## config.mk

```make
export PLATFORM = sky130hd
export DESIGN_NAME = ale_cell
export DESIGN_NICKNAME = d
export VERILOG_FILES = /design/src/assert_macros.svh /design/src/ale_pkg.sv /design/src/ale_cell.sv
export SDC_FILE = /design/constraint.sdc
export NUM_CORES = 1
export LEC_CHECK = 0
export ABC_AREA = 1
export CORE_ASPECT_RATIO = 2
export CORE_MARGIN = 2
export CORE_UTILIZATION = 40
export DETAILED_ROUTE_END_ITERATION = 8
export DONT_BUFFER_PORTS = 1
export SYNTH_ARGS = -nofsm -noshare
export SYNTH_HDL_FRONTEND = slang
export SYNTH_SLANG_ARGS = --single-unit
export TNS_END_PERCENT = 5
```

## constraint.sdc

```tcl
create_clock -name clk -period 6.5 [get_ports clk]
set_input_delay 0.975 -clock clk [delete_from_list [all_inputs] [get_ports clk]]
set_output_delay 0.975 -clock clk [all_outputs]
set_load 0.01 [all_outputs]
```

## src/assert_macros.svh

```systemverilog
// assertion helpers for the rtl, included by array_list_engine_core
`ifndef ASSERT_MACROS_SVH
`define ASSERT_MACROS_SVH

`ifndef SYNTHESIS
// property checked every clock, off while reset is high
`define ASSERT_SYNC(lbl, clk, rst, prop) \
  lbl: assert property (@(posedge clk) disable iff (rst) prop) \
    else $error("assertion failed");
// property checked every clock, reset included
`define ASSERT_ALWAYS(lbl, clk, prop) \
  lbl: assert property (@(posedge clk) prop) \
    else $error("assertion failed");
`else
`define ASSERT_SYNC(lbl, clk, rst, prop)
`define ASSERT_ALWAYS(lbl, clk, prop)
`endif

`endif

```

## src/ale_pkg.sv

```systemverilog
package ale_pkg;

  // operation codes on the op field
  localparam logic [2:0] OP_PUSH   = 3'd0;
  localparam logic [2:0] OP_ADD    = 3'd1;
  localparam logic [2:0] OP_POP    = 3'd2;
  localparam logic [2:0] OP_PRINT  = 3'd3;
  localparam logic [2:0] OP_INSERT = 3'd4;

  // status codes on the result word
  localparam logic [1:0] STAT_OK    = 2'd0;
  localparam logic [1:0] STAT_EMPTY = 2'd1;
  localparam logic [1:0] STAT_FULL  = 2'd2;

  localparam int WordW = 32;

  // what one cell does this cycle
  typedef enum logic [2:0] {
    CELL_HOLD,
    CELL_LOAD,
    CELL_SHIFT_UP,
    CELL_SHIFT_DOWN,
    CELL_WRAP,
    CELL_ADD
  } cell_op_t;

  typedef struct packed {
    cell_op_t          op;
    logic [WordW-1:0]  operand;
  } cell_ctl_t;

  // sequencer states
  typedef enum logic {
    ST_IDLE,
    ST_PRINT
  } state_t;

endpackage

```

## src/ale_cell.sv

```systemverilog
module ale_cell (
  input  logic                     clk,
  input  ale_pkg::cell_ctl_t       ctl,
  input  logic [ale_pkg::WordW-1:0] prev,
  input  logic [ale_pkg::WordW-1:0] next,
  input  logic [ale_pkg::WordW-1:0] head,
  output logic [ale_pkg::WordW-1:0] entry
);
  import ale_pkg::*;

  // one stored entry, fed by its neighbors, the head entry or the operand
  always_ff @(posedge clk) begin
    unique case (ctl.op)
      CELL_HOLD:       entry <= entry;
      CELL_LOAD:       entry <= ctl.operand;
      CELL_SHIFT_UP:   entry <= prev;
      CELL_SHIFT_DOWN: entry <= next;
      CELL_WRAP:       entry <= head;
      CELL_ADD:        entry <= entry + ctl.operand;
      default:         entry <= entry;
    endcase
  end

endmodule

```

[Word-level counts from Yosys, hierarchy flattened]
Cells that the tools add are included.
Word-level totals
  bits in registers: 32
  output and inout bits: 32
Cells by class
  $add $sub $neg: 1
  eq/ne operators: 5
  muxes and demuxes: 1
  reduce and logical (&&, ||, !) cells: 1
Operators with widths (number)
  case mux 32 bit (5 select lines): 1
  adder 32 bit: 1
  == test 3 x 2 -> 1 bit (second input constant): 2
  == test 3 bit (second input constant): 2
  nonzero test 5 bit: 1
  == test 3 x 1 -> 1 bit (second input constant): 1

[Logic depth before layout (Yosys ltp)]
  word-level depth: 2
  gate-level depth with buffers: 13
  gate-level depth less buffers: 13

[Least setup slack after synthesis]
No wires, ideal clock.
  path kind: in2reg
  from: in ctl[32] in the netlist's numbering
  to: reg entry[0] in the netlist's numbering, enable pin
  data arrival time: 3305 ps
  path slack: 2729 ps
  library setup time: 466 ps
  data required time: 6034 ps
  cell stages on the path: 2
  cell sequence: inv_1 > o21ai_0
Between the ends
  cells in the longest elaborated chain, start to end: 2
  elaborated cells on any way between the ends: 6
  classes of those cells: eq/ne: 5; reduce/logical: 1
Ends and longest elaborated chain
  start, declared: line ale_cell.sv:3  | input ale_pkg::cell_ctl_t ctl,
  == test 3 bit, or another cell as far along: line ale_cell.sv:13  | unique case (ctl.op)
  nonzero test 5 bit (no source line) *
  end signal, assigned: line ale_cell.sv:14  | CELL_HOLD: entry <= entry;
  end signal, assigned: line ale_cell.sv:15  | CELL_LOAD: entry <= ctl.operand;
  end signal, assigned: line ale_cell.sv:16  | CELL_SHIFT_UP: entry <= prev;
  end, declared: line ale_cell.sv:7  | output logic [ale_pkg::WordW-1:0] entry
Every way passes the cells marked *; elsewhere a longest branch is shown, timed or not.
A chain may end at the register's enable or synchronous reset.

[Worst setup path after layout]
  from: in ctl[0] in the netlist's numbering
  to: reg entry[24] in the netlist's numbering, data pin
Between the ends
  cells in the longest elaborated chain, start to end: 2
Ends and longest elaborated chain
  adder 32 bit: line ale_cell.sv:19  | CELL_ADD: entry <= entry + ctl.operand;
  case mux 32 bit (5 select lines): line ale_cell.sv:13
  end signal, assigned: line ale_cell.sv:14
  end signal, assigned: line ale_cell.sv:19
  end signal, assigned: line ale_cell.sv:20  | default: entry <= entry;
No other way between the ends.

==> reports/qor.yml <==
outcome:
  status: "completed"
sta:
  fin_crit_ns: 2.89
  holdWs_ns: 0.792
  slew_headroom: 0.239
  fin_crit_sh: 0.445
  hold_viol_final: 0
  report.final.slew_viol_count: 0
  rsz0062_at_grt: "false"
  clock.fmax_mhz: 346
  worstMarginPinSlew_ns: 1.14
  setup_tns_ns: 0
  timing.final.ws_setup_ns: 3.61
  skew_ns: 0.00304
  setup_viol: 0
critical_path:
  cpLargestDelayFamily: "simple AND/OR/NAND/NOR gates"
  arrival_ns: 2.92
  reg2reg_depth: 12
  crit_path_max_fanout: 5
  setup.worst_path.start: "ctl[0]"
  path_class: "in2reg"
  r2r_end: "entry[24]$_DFFE_PP_"
  cp_cell_sequence: "ha_1 -> fa_1 -> nand3_1 -> nand3_1 -> nand2_1 -> nand2_1 -> nand2_1 -> nand2_2 -> nand2_1 -> nand3_1 -> nand3_1 -> nand4_1"
  crit_required_ns: 6.52
  start_kind: "primary input"
  reg2reg_from: "entry[0]$_DFFE_PP_"
  crit_path_max_incr_delay_ns: 0.51
  worst-path-buf-inv: 0
  end_kind: "flop"
  rrSetupSlack_ns: 3.80
  crit_slowest_cell: "fa_1"
clock_tree:
  clk_latency_ns: 0.29
  cts_setup_buffers: 0
  htreeDepth: 2
  cts_hold_buf: 0
  cts_resized: 0
  clockRootBuffer: "clkbuf_16"
  clockBufferDepth: 2
  clkTransAtPathRegs_ns: 0.06
  cts_made_buffers: 5
  cts_num_sinks: 32
  cts_tree: "yes"
final_layout:
  diodes: 0
  num-fill-cells: 1232
  instances_no_fill: 853
  top_regs: "entry (32)"
  post-route-util: 0.439
  multiInputGateArea_um2: 2860
  top_register: "entry"
  syn_to_final_growth_pct: 6.80
  fin_area_um2: 4600
  layout.nets: 879
  seqCellArea_um2: 961
  largest_reg_flops: 32
  layout-drive-gt1-share: 0.0642
die:
  num_rows: 53
  die_y_um: 151
  core_um2: 10500
  io_pins: 164
  initial_core_util: 0.411
  die-width_um: 77.4
  die_area_um2: 11700
drt:
  wl_per_cell_um: 17.8
  drt_drc_violations_left: 0
  via_count: 4508
  ant_nets: 0
  totalWireLength_um: 15200
  drt_iter0_drc: 151
  first_pass_iters: 5
  routed_via_density: 5.28
logic_synthesis:
  synth_top_area_frac: 0.250
  synth_cell_type_count: 32
  synth_xor_area_frac: 0.00610
  synthCells: 718
  ys.warnings.count: 0
  ys_seq_elements: 32
  synthAdderAreaFrac: 0.0947
  synth-compound-area-share: 0.109
  yosys-mux-area-fraction: 0
  synth.area.top_cells: "nand2_1 (25%), edfxtp_1 (22%), inv_1 (9.8%)"
  syn-num-nets: 882
  synth_top_family_by_area: "simple AND/OR/NAND/NOR gates"
  seq_area_frac_synth: 0.223
  synth_area_leader_cell: "nand2_1"
  synth_area_um2: 4310
  synth_simple_gate_area_frac: 0.451
  avgSynthCellArea_um2: 6.00
placed_design:
  gp_congestion: 0.923
  dpl_worst_slack_ns: 3.31
  dp.cells: 845
  hpwl_um: 12500
  port_buffers: 0
  placed_area_um2: 4460
grt:
  grt_pass1_vias: 4637
  grt_max_degree: 33
  grt_usage: 0.261
  gr-total-overflow: 0
  antenna_found_initial: 0
  grt_pass1_wl_um: 23400
pwr:
  peakVddDrop_uv: 105
  p_int_mw: 0.546
  pwr-share-clk: 0.252
  p_comb_frac: 0.444
  power.density_nw_per_um2: 211
  p_seq_frac: 0.305
  switching_share: 0.437
  power.switching_mw: 0.424
  leakagePower_nw: 2.38
  total_power_mw: 0.970
flow_run:
  drv_cap: 0
worst_hold_path:
  hold_end: "entry[0]$_DFFE_PP_"
  hold_start: "entry[0]$_DFFE_PP_"
  hold_class: "reg2reg"
  whs_path_depth: 3
area by class of cell:
class	count	area share
clock inverter	3	0.00299
inverter	117	0.0955
clock buffer	5	0.0272
multi-input combinational	555	0.622
tap	137	0.0373
sequential	32	0.209
timing repair buffer	4	0.00653
worst reg2reg max path: cells and delay by family, from the launching register on:
kind	cells	cell delay [ns]
adder cells (fa/ha/maj)	2	0.83
flip-flops	1	0.45
AND/OR/NAND/NOR	10	1.18
cells in the mapped netlist:
library cell  number
nor2_4             1
a21oi_2            3
a221oi_1           3
nor3_1             4
a22oi_1           28
buf_2              7
xor2_1             1
inv_2              3
and2_1             2
xnor2_1            2
buf_1              1
nand3_1           51
o21bai_1           1
nand2_1          287
nand2_2           13
clkbuf_1           6
clkinv_1           1
fa_1               1
o2111ai_1          2
ha_1              31
edfxtp_1          32
o21ai_0            6
or2_2              5
inv_1            113
nor2_2             4
nor2_1            41
nand3b_1           3
nand3_2            4
nand4_1           31
or2_1              3
a21o_1             4
a21oi_1           24
worst max path at each step:
stage	endpoint	slack (ns)	depth (start not counted)
floorplan	entry[0]$_DFFE_PP_	2.73	2
global placement	entry[5]$_DFFE_PP_	3.34	7
detailed placement	entry[5]$_DFFE_PP_	3.31	7
CTS	entry[5]$_DFFE_PP_	3.62	7
global route	entry[5]$_DFFE_PP_	3.45	7
finish	entry[24]$_DFFE_PP_	3.61	12
placed cells by master (no fill, tap or decap):
| cell | n |
|---|---|
| nand2_1 | 287 |
| inv_1 | 113 |
| nand3_1 | 51 |
| nor2_1 | 40 |
| edfxtp_1 | 32 |
| nand4_1 | 31 |
| ha_1 | 31 |
| a22oi_1 | 28 |
| a21oi_1 | 24 |
| nand2_2 | 13 |
| nor2_2 | 5 |
| o21ai_0 | 5 |
| or2_2 | 5 |
| clkbuf_16 | 5 |
| nor3_1 | 4 |
| nand3_2 | 4 |
| a21o_1 | 4 |
| buf_4 | 4 |
| inv_2 | 3 |
| nand3b_1 | 3 |
| or2_1 | 3 |
| a221oi_1 | 3 |
| a21oi_2 | 3 |
| clkinv_1 | 2 |
| and2_1 | 2 |
| xnor2_1 | 2 |
| o2111ai_1 | 2 |
| clkinv_2 | 2 |
| nor2_4 | 1 |
| o21bai_1 | 1 |
| xor2_1 | 1 |
| o21ai_4 | 1 |
| fa_1 | 1 |
metal layers:
metal / track usage / up-vias / wire length (µm)
li1: - / 2326 / -
met1: 0.255 / 2029 / 5400
met2: 0.527 / 122 / 8710
met3: 0.0234 / 31 / 436
met4: 0.137 / 0 / 656
met5: 0 / - / 0
power by group through the flow:
stage / logic [mW] / clock network (mW) / registers (mW)
after floorplan: 0.324 / 0 / 0.293
after global placement: 0.431 / 0 / 0.299
after detailed placement: 0.433 / 0 / 0.300
after CTS: 0.435 / 0.249 / 0.296
after global routing: 0.492 / 0.251 / 0.298
final: 0.431 / 0.244 / 0.295
logic make-up (layout without fill, tap and decap cells):
group                      count (synthesis)  count (layout)
adders and majority gates                 32              32
DFF                                       32              32
and+or+nand+nor                          449             449
AOI/OAI and AO/OA                         71              71
buffers and inverters                    131             129
xor gates and xnor gates                   3               3
Note: power is estimated with default switching activity, not from simulation.
